### config.mk
export PLATFORM = sky130hd
export DESIGN_NAME = touch_calibrate_and_detect
export DESIGN_NICKNAME = d
export VERILOG_FILES = /design/src/rtl/core/tcd_pkg.sv /design/src/rtl/core/tcd_regs.sv /design/src/rtl/core/tcd_axis.sv /design/src/rtl/core/tcd_evq.sv /design/src/rtl/core/touch_calibrate_and_detect.sv
export SDC_FILE = /design/constraint.sdc
export NUM_CORES = 2
export LEC_CHECK = 0
export BUFFER_PORTS_ARGS = -buffer_cell sky130_fd_sc_hd__buf_2
export CAP_MARGIN = 20
export CORE_MARGIN = 10
export CORE_UTILIZATION = 40
export CTS_BUF_LIST = sky130_fd_sc_hd__clkbuf_4
export CTS_CLUSTER_DIAMETER = 50
export DETAILED_ROUTE_END_ITERATION = 16
export PLACE_DENSITY = 0.58
export SYNTH_ARGS = -nofsm -noshare
export SYNTH_HDL_FRONTEND = slang
export SYNTH_SLANG_ARGS = --single-unit
export TNS_END_PERCENT = 10
### constraint.sdc
create_clock -name clk -period 8.9 [get_ports clk]
set_input_delay 0 -clock clk [delete_from_list [all_inputs] [get_ports clk]]
set_output_delay 0 -clock clk [all_outputs]
set_load 0.1 [all_outputs]
### src/rtl/core/tcd_pkg.sv
`timescale 1ns / 1ps
`default_nettype none

package tcd_pkg;

  localparam int CoefBits = 32;
  localparam int FieldBits = 12;
  localparam int CoordBits = 16;
  localparam int AddrBits = 5;
  localparam int DataBits = 32;

  localparam logic [1:0] KIND_DOWN = 2'd0;
  localparam logic [1:0] KIND_MOVE = 2'd1;
  localparam logic [1:0] KIND_UP = 2'd2;

  localparam logic [2:0] REG_COEF_XX = 3'd0;
  localparam logic [2:0] REG_COEF_XY = 3'd1;
  localparam logic [2:0] REG_OFFSET_X = 3'd2;
  localparam logic [2:0] REG_COEF_YX = 3'd3;
  localparam logic [2:0] REG_COEF_YY = 3'd4;
  localparam logic [2:0] REG_OFFSET_Y = 3'd5;
  localparam logic [2:0] REG_PRESS_THR = 3'd6;
  localparam logic [2:0] REG_RELEASE_THR = 3'd7;

  typedef enum logic [1:0] {
    MODE_NONE,
    MODE_MOVE,
    MODE_DOWN_MOVE,
    MODE_MOVE_UP
  } mode_t;

  typedef struct packed {
    logic signed [CoefBits-1:0] coef_xx;
    logic signed [CoefBits-1:0] coef_xy;
    logic signed [CoefBits-1:0] offset_x;
    logic signed [CoefBits-1:0] coef_yx;
    logic signed [CoefBits-1:0] coef_yy;
    logic signed [CoefBits-1:0] offset_y;
    logic [FieldBits-1:0] press_threshold;
    logic [FieldBits-1:0] release_threshold;
  } cfg_t;

  typedef struct packed {
    logic load;
    mode_t mode;
  } evq_req_t;

endpackage

`default_nettype wire

### src/rtl/core/tcd_regs.sv
`timescale 1ns / 1ps
`default_nettype none

module tcd_regs
  import tcd_pkg::*;
(
  input  wire logic                clk,
  input  wire logic                rst,
  input  wire logic                psel,
  input  wire logic                penable,
  input  wire logic                pwrite,
  input  wire logic [AddrBits-1:0] paddr,
  input  wire logic [DataBits-1:0] pwdata,
  output logic      [DataBits-1:0] prdata,
  output logic                     pready,
  output cfg_t                     cfg
);

  logic       wr_en;
  logic [2:0] index;

  assign pready = 1'b1;
  assign wr_en = psel && penable && pwrite && pready;
  assign index = paddr[AddrBits-1:2];

  always_ff @(posedge clk) begin
    if (rst) begin
      cfg.coef_xx <= 32'sd65536;
      cfg.coef_xy <= '0;
      cfg.offset_x <= '0;
      cfg.coef_yx <= '0;
      cfg.coef_yy <= 32'sd65536;
      cfg.offset_y <= '0;
      cfg.press_threshold <= 12'd400;
      cfg.release_threshold <= 12'd250;
    end else if (wr_en) begin
      case (index)
        REG_COEF_XX: cfg.coef_xx <= pwdata;
        REG_COEF_XY: cfg.coef_xy <= pwdata;
        REG_OFFSET_X: cfg.offset_x <= pwdata;
        REG_COEF_YX: cfg.coef_yx <= pwdata;
        REG_COEF_YY: cfg.coef_yy <= pwdata;
        REG_OFFSET_Y: cfg.offset_y <= pwdata;
        REG_PRESS_THR: cfg.press_threshold <= pwdata[FieldBits-1:0];
        REG_RELEASE_THR: cfg.release_threshold <= pwdata[FieldBits-1:0];
        default: ;
      endcase
    end
  end

  always_comb begin
    case (index)
      REG_COEF_XX: prdata = cfg.coef_xx;
      REG_COEF_XY: prdata = cfg.coef_xy;
      REG_OFFSET_X: prdata = cfg.offset_x;
      REG_COEF_YX: prdata = cfg.coef_yx;
      REG_COEF_YY: prdata = cfg.coef_yy;
      REG_OFFSET_Y: prdata = cfg.offset_y;
      REG_PRESS_THR: prdata = {{(DataBits-FieldBits){1'b0}}, cfg.press_threshold};
      REG_RELEASE_THR: prdata = {{(DataBits-FieldBits){1'b0}}, cfg.release_threshold};
      default: prdata = '0;
    endcase
  end

endmodule

`default_nettype wire

### src/rtl/core/tcd_axis.sv
`timescale 1ns / 1ps
`default_nettype none

module tcd_axis
  import tcd_pkg::*;
(
  input  wire logic                        clk,
  input  wire logic                        load,
  input  wire logic        [FieldBits-1:0] raw_a,
  input  wire logic        [FieldBits-1:0] raw_b,
  input  wire logic signed [CoefBits-1:0]  coef_a,
  input  wire logic signed [CoefBits-1:0]  coef_b,
  input  wire logic signed [CoefBits-1:0]  offset,
  output logic signed      [CoordBits-1:0] coord
);

  localparam int ProdBits = CoefBits + FieldBits + 1;
  localparam int SumBits = ProdBits + 2;
  localparam int QuotBits = SumBits - 16;

  logic signed [ProdBits-1:0] prod_a;
  logic signed [ProdBits-1:0] prod_b;
  logic signed [SumBits-1:0]  sum;
  logic signed [QuotBits-1:0] quot;

  // product register
  always_ff @(posedge clk) begin
    if (load) begin
      prod_a <= ProdBits'(coef_a) * ProdBits'($signed({1'b0, raw_a}));
      prod_b <= ProdBits'(coef_b) * ProdBits'($signed({1'b0, raw_b}));
    end
  end

  // floor by dropping the fraction, then saturate
  always_comb begin
    sum = SumBits'(prod_a) + SumBits'(prod_b) + SumBits'(offset);
    quot = sum[SumBits-1:16];
    if (quot > QuotBits'(32767)) begin
      coord = 16'sh7fff;
    end else if (quot < -QuotBits'(32768)) begin
      coord = -16'sh8000;
    end else begin
      coord = quot[CoordBits-1:0];
    end
  end

endmodule

`default_nettype wire

### src/rtl/core/tcd_evq.sv
`timescale 1ns / 1ps
`default_nettype none

module tcd_evq
  import tcd_pkg::*;
(
  input  wire logic                        clk,
  input  wire logic                        rst,
  input  evq_req_t                         req,
  input  wire logic signed [CoordBits-1:0] sx,
  input  wire logic signed [CoordBits-1:0] sy,
  output logic                             free,
  output logic                             out_valid,
  input  wire logic                        out_ready,
  output logic             [1:0]           event_kind,
  output logic signed      [CoordBits-1:0] screen_x,
  output logic signed      [CoordBits-1:0] screen_y,
  output logic                             last_of_run
);

  mode_t mode;
  logic  phase;
  logic  take;

  assign take = out_valid && out_ready;
  assign last_of_run = (mode == MODE_MOVE) || phase;
  assign free = !out_valid || (take && last_of_run);

  always_ff @(posedge clk) begin
    if (rst) begin
      out_valid <= 1'b0;
      phase <= 1'b0;
      mode <= MODE_NONE;
    end else if (req.load) begin
      out_valid <= 1'b1;
      phase <= 1'b0;
      mode <= req.mode;
    end else if (take) begin
      if (last_of_run) begin
        out_valid <= 1'b0;
      end else begin
        phase <= 1'b1;
      end
    end
  end

  always_ff @(posedge clk) begin
    if (req.load) begin
      screen_x <= sx;
      screen_y <= sy;
    end
  end

  always_comb begin
    case (mode)
      MODE_DOWN_MOVE: event_kind = phase ? KIND_MOVE : KIND_DOWN;
      MODE_MOVE_UP: event_kind = phase ? KIND_UP : KIND_MOVE;
      default: event_kind = KIND_MOVE;
    endcase
  end

endmodule

`default_nettype wire

### src/rtl/core/touch_calibrate_and_detect.sv
`timescale 1ns / 1ps
`default_nettype none

// Maps raw touch samples to screen coordinates with a Q16.16 affine transform
// (floor, saturated to 16-bit signed) and tracks pen up/down with pressure
// hysteresis. A sample passes an input register, a product register and an
// output register, in that order, before its first event appears. A sample
// that gives one move event, or puts the pen down or releases it and so gives
// two events, holds the output register until its last event is taken; a
// sample with the pen staying up gives no event. The output register can load
// the next sample as the last event of the current one is taken; out_ready
// back-pressure stalls the pipeline. Coefficients and thresholds sit in an
// APB register file at byte addresses 0 to 28.
module touch_calibrate_and_detect
  import tcd_pkg::*;
#(
  parameter int RAW_BITS = 12
) (
  input  wire logic                        clk,
  input  wire logic                        rst,
  input  wire logic                        psel,
  input  wire logic                        penable,
  input  wire logic                        pwrite,
  input  wire logic        [AddrBits-1:0]  paddr,
  input  wire logic        [DataBits-1:0]  pwdata,
  output logic             [DataBits-1:0]  prdata,
  output logic                             pready,
  input  wire logic                        in_valid,
  output logic                             in_ready,
  input  wire logic        [FieldBits-1:0] raw_x,
  input  wire logic        [FieldBits-1:0] raw_y,
  input  wire logic        [FieldBits-1:0] raw_pressure,
  output logic                             out_valid,
  input  wire logic                        out_ready,
  output logic             [1:0]           event_kind,
  output logic signed      [CoordBits-1:0] screen_x,
  output logic signed      [CoordBits-1:0] screen_y,
  output logic                             last_of_run
);

  localparam int UseBits = (RAW_BITS < FieldBits) ? RAW_BITS : FieldBits;
  localparam logic [FieldBits-1:0] RawMask = FieldBits'((64'd1 << UseBits) - 64'd1);

  cfg_t                   cfg;
  logic                   a_valid;
  logic [FieldBits-1:0]   a_x;
  logic [FieldBits-1:0]   a_y;
  logic [FieldBits-1:0]   a_p;
  logic                   a_go;
  logic                   b_valid;
  mode_t                  b_mode;
  logic                   b_go;
  logic                   b_free;
  logic                   pen_down;
  logic                   pen_down_next;
  mode_t                  mode_next;
  logic                   evq_free;
  evq_req_t               evq_req;
  logic signed [CoordBits-1:0] sx;
  logic signed [CoordBits-1:0] sy;

  tcd_regs u_regs (
    .clk     (clk),
    .rst     (rst),
    .psel    (psel),
    .penable (penable),
    .pwrite  (pwrite),
    .paddr   (paddr),
    .pwdata  (pwdata),
    .prdata  (prdata),
    .pready  (pready),
    .cfg     (cfg)
  );

  // flow control
  assign b_go = b_valid && ((b_mode == MODE_NONE) || evq_free);
  assign b_free = !b_valid || b_go;
  assign a_go = a_valid && b_free;
  assign in_ready = !a_valid || a_go;

  always_ff @(posedge clk) begin
    if (rst) begin
      a_valid <= 1'b0;
    end else if (in_ready) begin
      a_valid <= in_valid;
    end
  end

  always_ff @(posedge clk) begin
    if (in_ready && in_valid) begin
      a_x <= raw_x & RawMask;
      a_y <= raw_y & RawMask;
      a_p <= raw_pressure & RawMask;
    end
  end

  // pen hysteresis
  always_comb begin
    pen_down_next = pen_down;
    if (!pen_down) begin
      if (a_p > cfg.press_threshold) begin
        mode_next = MODE_DOWN_MOVE;
        pen_down_next = 1'b1;
      end else begin
        mode_next = MODE_NONE;
      end
    end else if (a_p < cfg.release_threshold) begin
      mode_next = MODE_MOVE_UP;
      pen_down_next = 1'b0;
    end else begin
      mode_next = MODE_MOVE;
    end
  end

  always_ff @(posedge clk) begin
    if (rst) begin
      pen_down <= 1'b0;
      b_valid <= 1'b0;
      b_mode <= MODE_NONE;
    end else begin
      if (a_go) begin
        pen_down <= pen_down_next;
        b_mode <= mode_next;
      end
      if (b_free) begin
        b_valid <= a_go;
      end
    end
  end

  tcd_axis u_axis_x (
    .clk    (clk),
    .load   (a_go),
    .raw_a  (a_x),
    .raw_b  (a_y),
    .coef_a (cfg.coef_xx),
    .coef_b (cfg.coef_xy),
    .offset (cfg.offset_x),
    .coord  (sx)
  );

  tcd_axis u_axis_y (
    .clk    (clk),
    .load   (a_go),
    .raw_a  (a_x),
    .raw_b  (a_y),
    .coef_a (cfg.coef_yx),
    .coef_b (cfg.coef_yy),
    .offset (cfg.offset_y),
    .coord  (sy)
  );

  assign evq_req.load = b_go && (b_mode != MODE_NONE);
  assign evq_req.mode = b_mode;

  tcd_evq u_evq (
    .clk         (clk),
    .rst         (rst),
    .req         (evq_req),
    .sx          (sx),
    .sy          (sy),
    .free        (evq_free),
    .out_valid   (out_valid),
    .out_ready   (out_ready),
    .event_kind  (event_kind),
    .screen_x    (screen_x),
    .screen_y    (screen_y),
    .last_of_run (last_of_run)
  );

  a_press_sets_pen: assert property (@(posedge clk) disable iff (rst)
    a_go && !pen_down && (a_p > cfg.press_threshold) |=> pen_down)
    else $error("pen not set after press");

  a_up_is_last: assert property (@(posedge clk) disable iff (rst)
    out_valid && (event_kind == KIND_UP) |-> last_of_run)
    else $error("up event not last of run");

  a_down_not_last: assert property (@(posedge clk) disable iff (rst)
    out_valid && (event_kind == KIND_DOWN) |-> !last_of_run)
    else $error("down event marked last");

  a_kind_legal: assert property (@(posedge clk) disable iff (rst)
    out_valid |-> (event_kind == KIND_DOWN) || (event_kind == KIND_MOVE)
      || (event_kind == KIND_UP))
    else $error("illegal event kind");

  a_reset_idle: assert property (@(posedge clk)
    rst |=> !out_valid && !pen_down)
    else $error("not idle after reset");

endmodule

`default_nettype wire
Word level (Yosys, flattened, before mapping)
Cells that the tools add are included.
Operators by class
  reduce and logical (&&, ||, !) cells: 32
  muxes and demuxes: 15
  $add $sub $neg: 4
  eq/ne operators: 10
  $mul: 4
  bitwise operators: 1
  magnitude comparators: 6
Operators by type and width (number)
  32-bit case mux with 8 select lines: 1
  32-bit by 13-bit multiplier with 45-bit output: 4
  46-bit by 32-bit adder with 47-bit output: 2
  45-bit by 45-bit adder with 46-bit output: 2
  31-bit by 16-bit greater-than comparator with 1-bit output, second input constant: 2
  31-bit by 16-bit less-than comparator with 1-bit output, second input constant: 2
  16-bit 2-to-1 mux: 2
  2-bit AND reduction: 10
  3-bit == test, second input constant: 4
  12-bit greater-than comparator: 1
  12-bit less-than comparator: 1
  1-bit logical AND: 8
  2-bit 2-to-1 mux: 4
  1-bit 2-to-1 mux: 7
  3-bit by 2-bit == test with 1-bit output, second input constant: 2
  2-bit nonzero test: 3
  1-bit logical OR: 5
  2-bit == test, second input constant: 2
  2-bit case mux with 2 select lines: 1
  3-bit by 1-bit == test with 1-bit output, second input constant: 1
  1-bit zero test: 3
  3-bit zero test: 1
  2-bit by 1-bit == test with 1-bit output, second input constant: 1
  2-bit zero test: 1
  2 further kinds: 2
Storage, ports and cells
  word-level logic and storage cells: 96
  output and inout bits: 70
  register bits after elaboration: 473
  bits of input ports: 80

Logic depth before layout (Yosys ltp)
  depth after elaboration: 10
  mapped depth: 28
  mapped depth without buffers: 25

Cells and area by module
Synthesis repeated with hierarchy kept, for this count alone.
Unflattened totals
  cell total of the unflattened synthesis: 8917
  area total of the unflattened synthesis: 79080.8 um^2
Modules (own cells, without submodules)
  tcd_axis at u_axis_y: seq. area each 2702.6 um^2, instances 1, cells an instance 3789, area each 33676.0 um^2
  tcd_axis at u_axis_x: seq. area each 2702.6 um^2, instances 1, cells an instance 3716, area each 33016.7 um^2
  tcd_regs: seq. area each 4324.1 um^2, instances 1, cells an instance 1218, area each 9327.7 um^2
  touch_calibrate_and_detect: seq. area each 1181.1 um^2, instances 1, cells an instance 143, area each 1900.6 um^2
  tcd_evq: seq. area each 1041.0 um^2, instances 1, cells an instance 51, area each 1159.9 um^2

Worst setup path before layout
No wires, ideal clock.
  path type: flip-flop to flip-flop
  from: reg a_y[1]
  to: reg u_axis_x.prod_b[44] (data pin)
  clock period less this slack: 6664 ps
  required time: 8743 ps
  slack: 2236 ps
  buffers on the path: 2
  setup time: 157 ps
  cell stages (with the launch flop): 27
  arrival: 6507 ps
  path through: edfxtp_1 -> clkbuf_1 -> clkbuf_1 -> and2_1 -> fa_1 -> inv_1 -> fa_1 -> inv_1 -> fa_1 -> fa_1 -> inv_1 -> fa_1 -> inv_1 -> ha_1 -> and2_1 -> a22oi_1 -> a31oi_1 -> a311o_1 -> a221o_1 -> a31o_2 -> nand4_1 -> a31o_2 -> a21oi_1 -> a41oi_1 -> o21ai_0 -> and4_1 -> nor3_1
On the way
  word-level cells in the longest chain between the ends: 1
RTL lines
  start: declaration: line touch_calibrate_and_detect.sv:47  | logic [FieldBits-1:0] a_y;
  start signal: assignment: line touch_calibrate_and_detect.sv:92  | a_y <= raw_y & RawMask;
  32-bit by 13-bit multiplier with 45-bit output: line tcd_axis.sv:30  | prod_b <= ProdBits'(coef_b) * ProdBits'($signed({1'b0, raw_b}));
  end signal: assignment: line tcd_axis.sv:30
  end: declaration: line tcd_axis.sv:22  | logic signed [ProdBits-1:0] prod_b;
Every way passes these cells.
A chain may end at the register's enable or synchronous reset.

Final worst setup path
  from: reg a_x[1]
  to: reg u_axis_y.prod_a[33] (data pin)
On the way
  word-level cells in the longest chain between the ends: 1
RTL lines
  start: declaration: line touch_calibrate_and_detect.sv:46  | logic [FieldBits-1:0] a_x;
  start signal: assignment: line touch_calibrate_and_detect.sv:91  | a_x <= raw_x & RawMask;
  32-bit by 13-bit multiplier with 45-bit output: line tcd_axis.sv:29  | prod_a <= ProdBits'(coef_a) * ProdBits'($signed({1'b0, raw_a}));
  end signal: assignment: line tcd_axis.sv:29
  end: declaration: line tcd_axis.sv:21  | logic signed [ProdBits-1:0] prod_a;
Every way passes these cells.

==> impl_metrics.csv <==
group,metric,value,unit
routing,wl_met2,116,mm
clocking,ctsHoldBuffers,186,
job,max_cap_violations,0,
sta,fmax,128,MHz
final_layout,final_area,83600,um^2
routing,via_count,58441,
pwr,p_leak,41.3,nW
clocking,clk_latency,1.24,ns
sta,setup_tns,0,ns
pwr,seqPwrFrac,0.401,
sta,relSlewSlack,0.271,
floorplanning,die_h,458,um
synth,synth.cell_area,76700,um^2
sta,rsz0062_at_grt,"false",
synth,synth_common_cells,"1896 x inv_1, 1440 x fa_1, 1366 x nand2_1",
place,routabilityCongestion,0.949,
synth,yosys_warnings,0,
sta,whs,0.125,ns
synth,netlist_instances,8533,
floorplanning,core_area,190000,um^2
sta,finalCriticalPeriod,7.81,ns
global_routing,antenna_found_initial,13,
final_layout,multi_input_area,56100,um^2
routing,viasPerCell,5.15,
routing,top_layer_used,"met5",
synth,synth_edf_count,248,
global_routing,grt_pass1_vias,63290,
final_layout,synthToLayoutAreaGrowth,9.02,%
place,place_area,79800,um^2
critical_path,crit_path_frequent_cell,"fa_1",
synth,synth.distinct_cells,93,
pwr,p_switching,2.23,mW
place,hpwl,190,mm
global_routing,track_usage,0.234,
clocking,cts.repair.resized,0,
clocking,cts_root_buf,"clkbuf_4",
synth,async_flop_share,0,
clocking,post_cts_buffers,0,
synth,synth_top_area_share,0.376,
floorplanning,start_util,0.403,
final_layout,ff_latch_area,12000,um^2
synth,syn_avg_cell_area,8.99,um^2
synth,yosys-top-cells-area,"fa_1 38%, edfxtp_1 9.7%, inv_1 9.3%, ha_1 8.3%, nand2_1 6.7%",
critical_path,startpoint_type,"register",
critical_path,required,9.82,ns
pwr,pwr-share-comb,0.239,
routing,routed_wl,243,mm
floorplanning,num_rows,160,
floorplanning,die_x,458,um
floorplanning,die_area,210000,um^2
sta,fin_crit_sh,0.877,
sta,tightest_slew,1.09,ns
pwr,p_int,3.95,mW
clocking,h-tree-depth,4,
global_routing,grt_overflow,0,
floorplanning,io_pins,150,
sta,hold_viol_final,0,
clocking,path_clk_slew,0.06,ns
critical_path,crit_arrival,8.73,ns
critical_path,cp_top_family,"adder cells",
critical_path,worst_setup_path_end_kind,"register",
sta,fin_skew,0.100,ns
sta,final.setup.worst_slack,1.09,ns
pwr,clkPwrFrac,0.359,
synth,ys.flop_type,"edfxtp_1",
global_routing,grt_pass1_wl,377,mm
critical_path,max_stage_delay,0.73,ns
sta,setup_viol,0,
place,numPortBuffers,146,
final_layout,fin_nets,10731,
pwr,switching_share,0.361,
final_layout,nFillCells,18655,
routing,wl_met3,14.6,mm
routing,postRouteAntennaNets,0,
clocking,cts_tree,"built",
critical_path,cp_max_fo,52,
clocking,clkSinkCount,473,
global_routing,grt_start_max_net_pins,114,
pwr,ir_drop,0.0961,mV
run_status,run_status,"finished, final reports clean",
routing,wl_met1,96.5,mm
synth,synthMostInstantiatedCell,"inv_1",
synth,yosysTopAreaCell,"fa_1",
routing,drc,0,
final_layout,drive_above_1_share,0.0663,
min_path,hp-class,"input pin to register",
routing,drt-initial-drc-count,3876,
place,pre_cts_ws,1.20,ns
clocking,cts_buffer_depth,3,
pwr,p_per_area,74.0,nW/um^2
synth,ys_ff_latch,473,
synth,syn-num-nets,10562,
critical_path,cp_cell_sequence,"buf_4, and2_1, fa_1, inv_1, fa_1, inv_1, fa_1, fa_1, inv_1, fa_1, inv_1, ha_1, a21o_1, o41ai_1, nor3_1, a211o_1, a31oi_1, o21bai_1, a41oi_1, nand2b_1, a21oi_1, o21ai_0, xor2_1",
critical_path,critical_path_class,"register to register",
sta,slew_violations,0,
clocking,cts_inserted_buffers,150,
synth,yosysSeqAreaShare,0.156,
routing,dr.pass1.iters,6,
critical_path,path_buf_inv,5,
critical_path,cp_slowest_cell,"edfxtp_1",
routing,wire_per_inst,21.4,um
pwr,power,6.19,mW
layout by cell type, fill, tap and decap left out, types with 18 or more instances in the layout:
master         netlist  layout
a21o_1             164     164
clkinv_1             0      28
a21oi_1            444     443
ha_1               509     509
nand4_1             29      29
o21a_1              28      28
inv_1             1896    1895
dfxtp_1            225     225
xnor2_1            160     160
o21bai_1            37      37
o21ai_0             88      88
nand2b_1            38      38
nor2_1             186     184
mux2i_1             38      38
a31oi_1             18      18
mux2_2              19      19
edfxtp_1           248     248
nand2_1           1366    1365
o22ai_1             24      24
nor3_1              39      35
a211oi_1            18      18
fa_1              1440    1440
dlygate4sd3_1        0     184
nand3_1             42      42
nor2b_1             42      41
clkbuf_4             0     206
buf_2                3     143
and2_1             699     699
xor2_1              62      62
diode_2              0      18
buf_4                3     107
flip-flops by register name (all words and copies together), names as in the netlist:
name / count
u_axis_y.prod_b: 45
u_evq.mode: 2
b_valid: 1
u_regs.cfg: 216
u_evq.phase: 1
u_axis_x.prod_b: 45
b_mode: 2
pen_down: 1
u_evq.screen_x: 16
a_x: 12
u_evq.screen_y: 16
a_y: 12
u_axis_y.prod_a: 45
u_axis_x.prod_a: 45
a_p: 12
u_evq.out_valid: 1
a_valid: 1
path summary, 6_finish.rpt:
check                               start                       endpoint  slack, ns  cells after the start
max                      a_x[1]$_DFFE_PP_  u_axis_y.prod_a[33]$_DFFE_PP_       1.09                     23
max reg2reg              a_x[1]$_DFFE_PP_  u_axis_y.prod_a[33]$_DFFE_PP_       1.09                     23
min reg2reg  u_regs.cfg[126]$_SDFFE_PP0P_   u_regs.cfg[126]$_SDFFE_PP0P_       0.46                      2
min                              raw_y[8]               a_y[8]$_DFFE_PP_       0.12                      3
metrics by stage:
stage,util,std cells
5_1_grt,0.439,11335
3_5_place_dp,0.419,10872
4_1_cts,0.439,11322
6_report,0.439,11343
2_1_floorplan,-,8533
3_3_place_gp,0.419,10872
power by group through the flow:
stage / sequential (mW) / clock [mW] / combinational [mW]
finish: 2.48 / 2.22 / 1.48
global route: 2.49 / 2.40 / 1.62
CTS: 2.48 / 2.27 / 1.47
detailed placement: 2.53 / 0 / 1.39
global placement: 2.53 / 0 / 1.38
floorplan: 2.46 / 0 / 0.934
worst register-to-register path, cell delays in order (launching register included):
cell      delay [ns]
edfxtp_1        0.73
buf_4           0.69
and2_1          0.26
fa_1            0.39
inv_1           0.08
fa_1            0.41
inv_1           0.08
fa_1            0.44
fa_1            0.54
inv_1           0.05
fa_1            0.48
inv_1           0.05
ha_1            0.34
a21o_1          0.23
o41ai_1         0.41
nor3_1          0.13
a211o_1         0.32
a31oi_1         0.48
o21bai_1        0.35
a41oi_1         0.43
nand2b_1        0.10
a21oi_1         0.22
o21ai_0         0.14
xor2_1          0.16
layout make-up:
class	count	area share
well taps	2511	0.0376
multi-input cells	5743	0.671
repair buffers	438	0.0412
diodes	18	0.000539
clock inverters	58	0.00359
clock buffers	206	0.0185
inverters	1896	0.0852
flip-flops and latches	473	0.143
layer usage:
metal / GRT usage / up-vias
met5: 0 / -
met4: 0.126 / 2
met3: 0.0369 / 565
met2: 0.395 / 1872
met1: 0.286 / 29772
li1: - / 26230
kinds of logic after synthesis:
group                      share of synthesized area
AOI/OAI and AO/OA                             0.0810
xor gates and xnor gates                      0.0253
adders and majority gates                      0.459
buffers and inverters                          0.114
DFF                                            0.156
muxes                                         0.0101
other                                      0.0000489
and+or+nand+nor                                0.155
No activity file was read; power rests on OpenSTA's default activity.
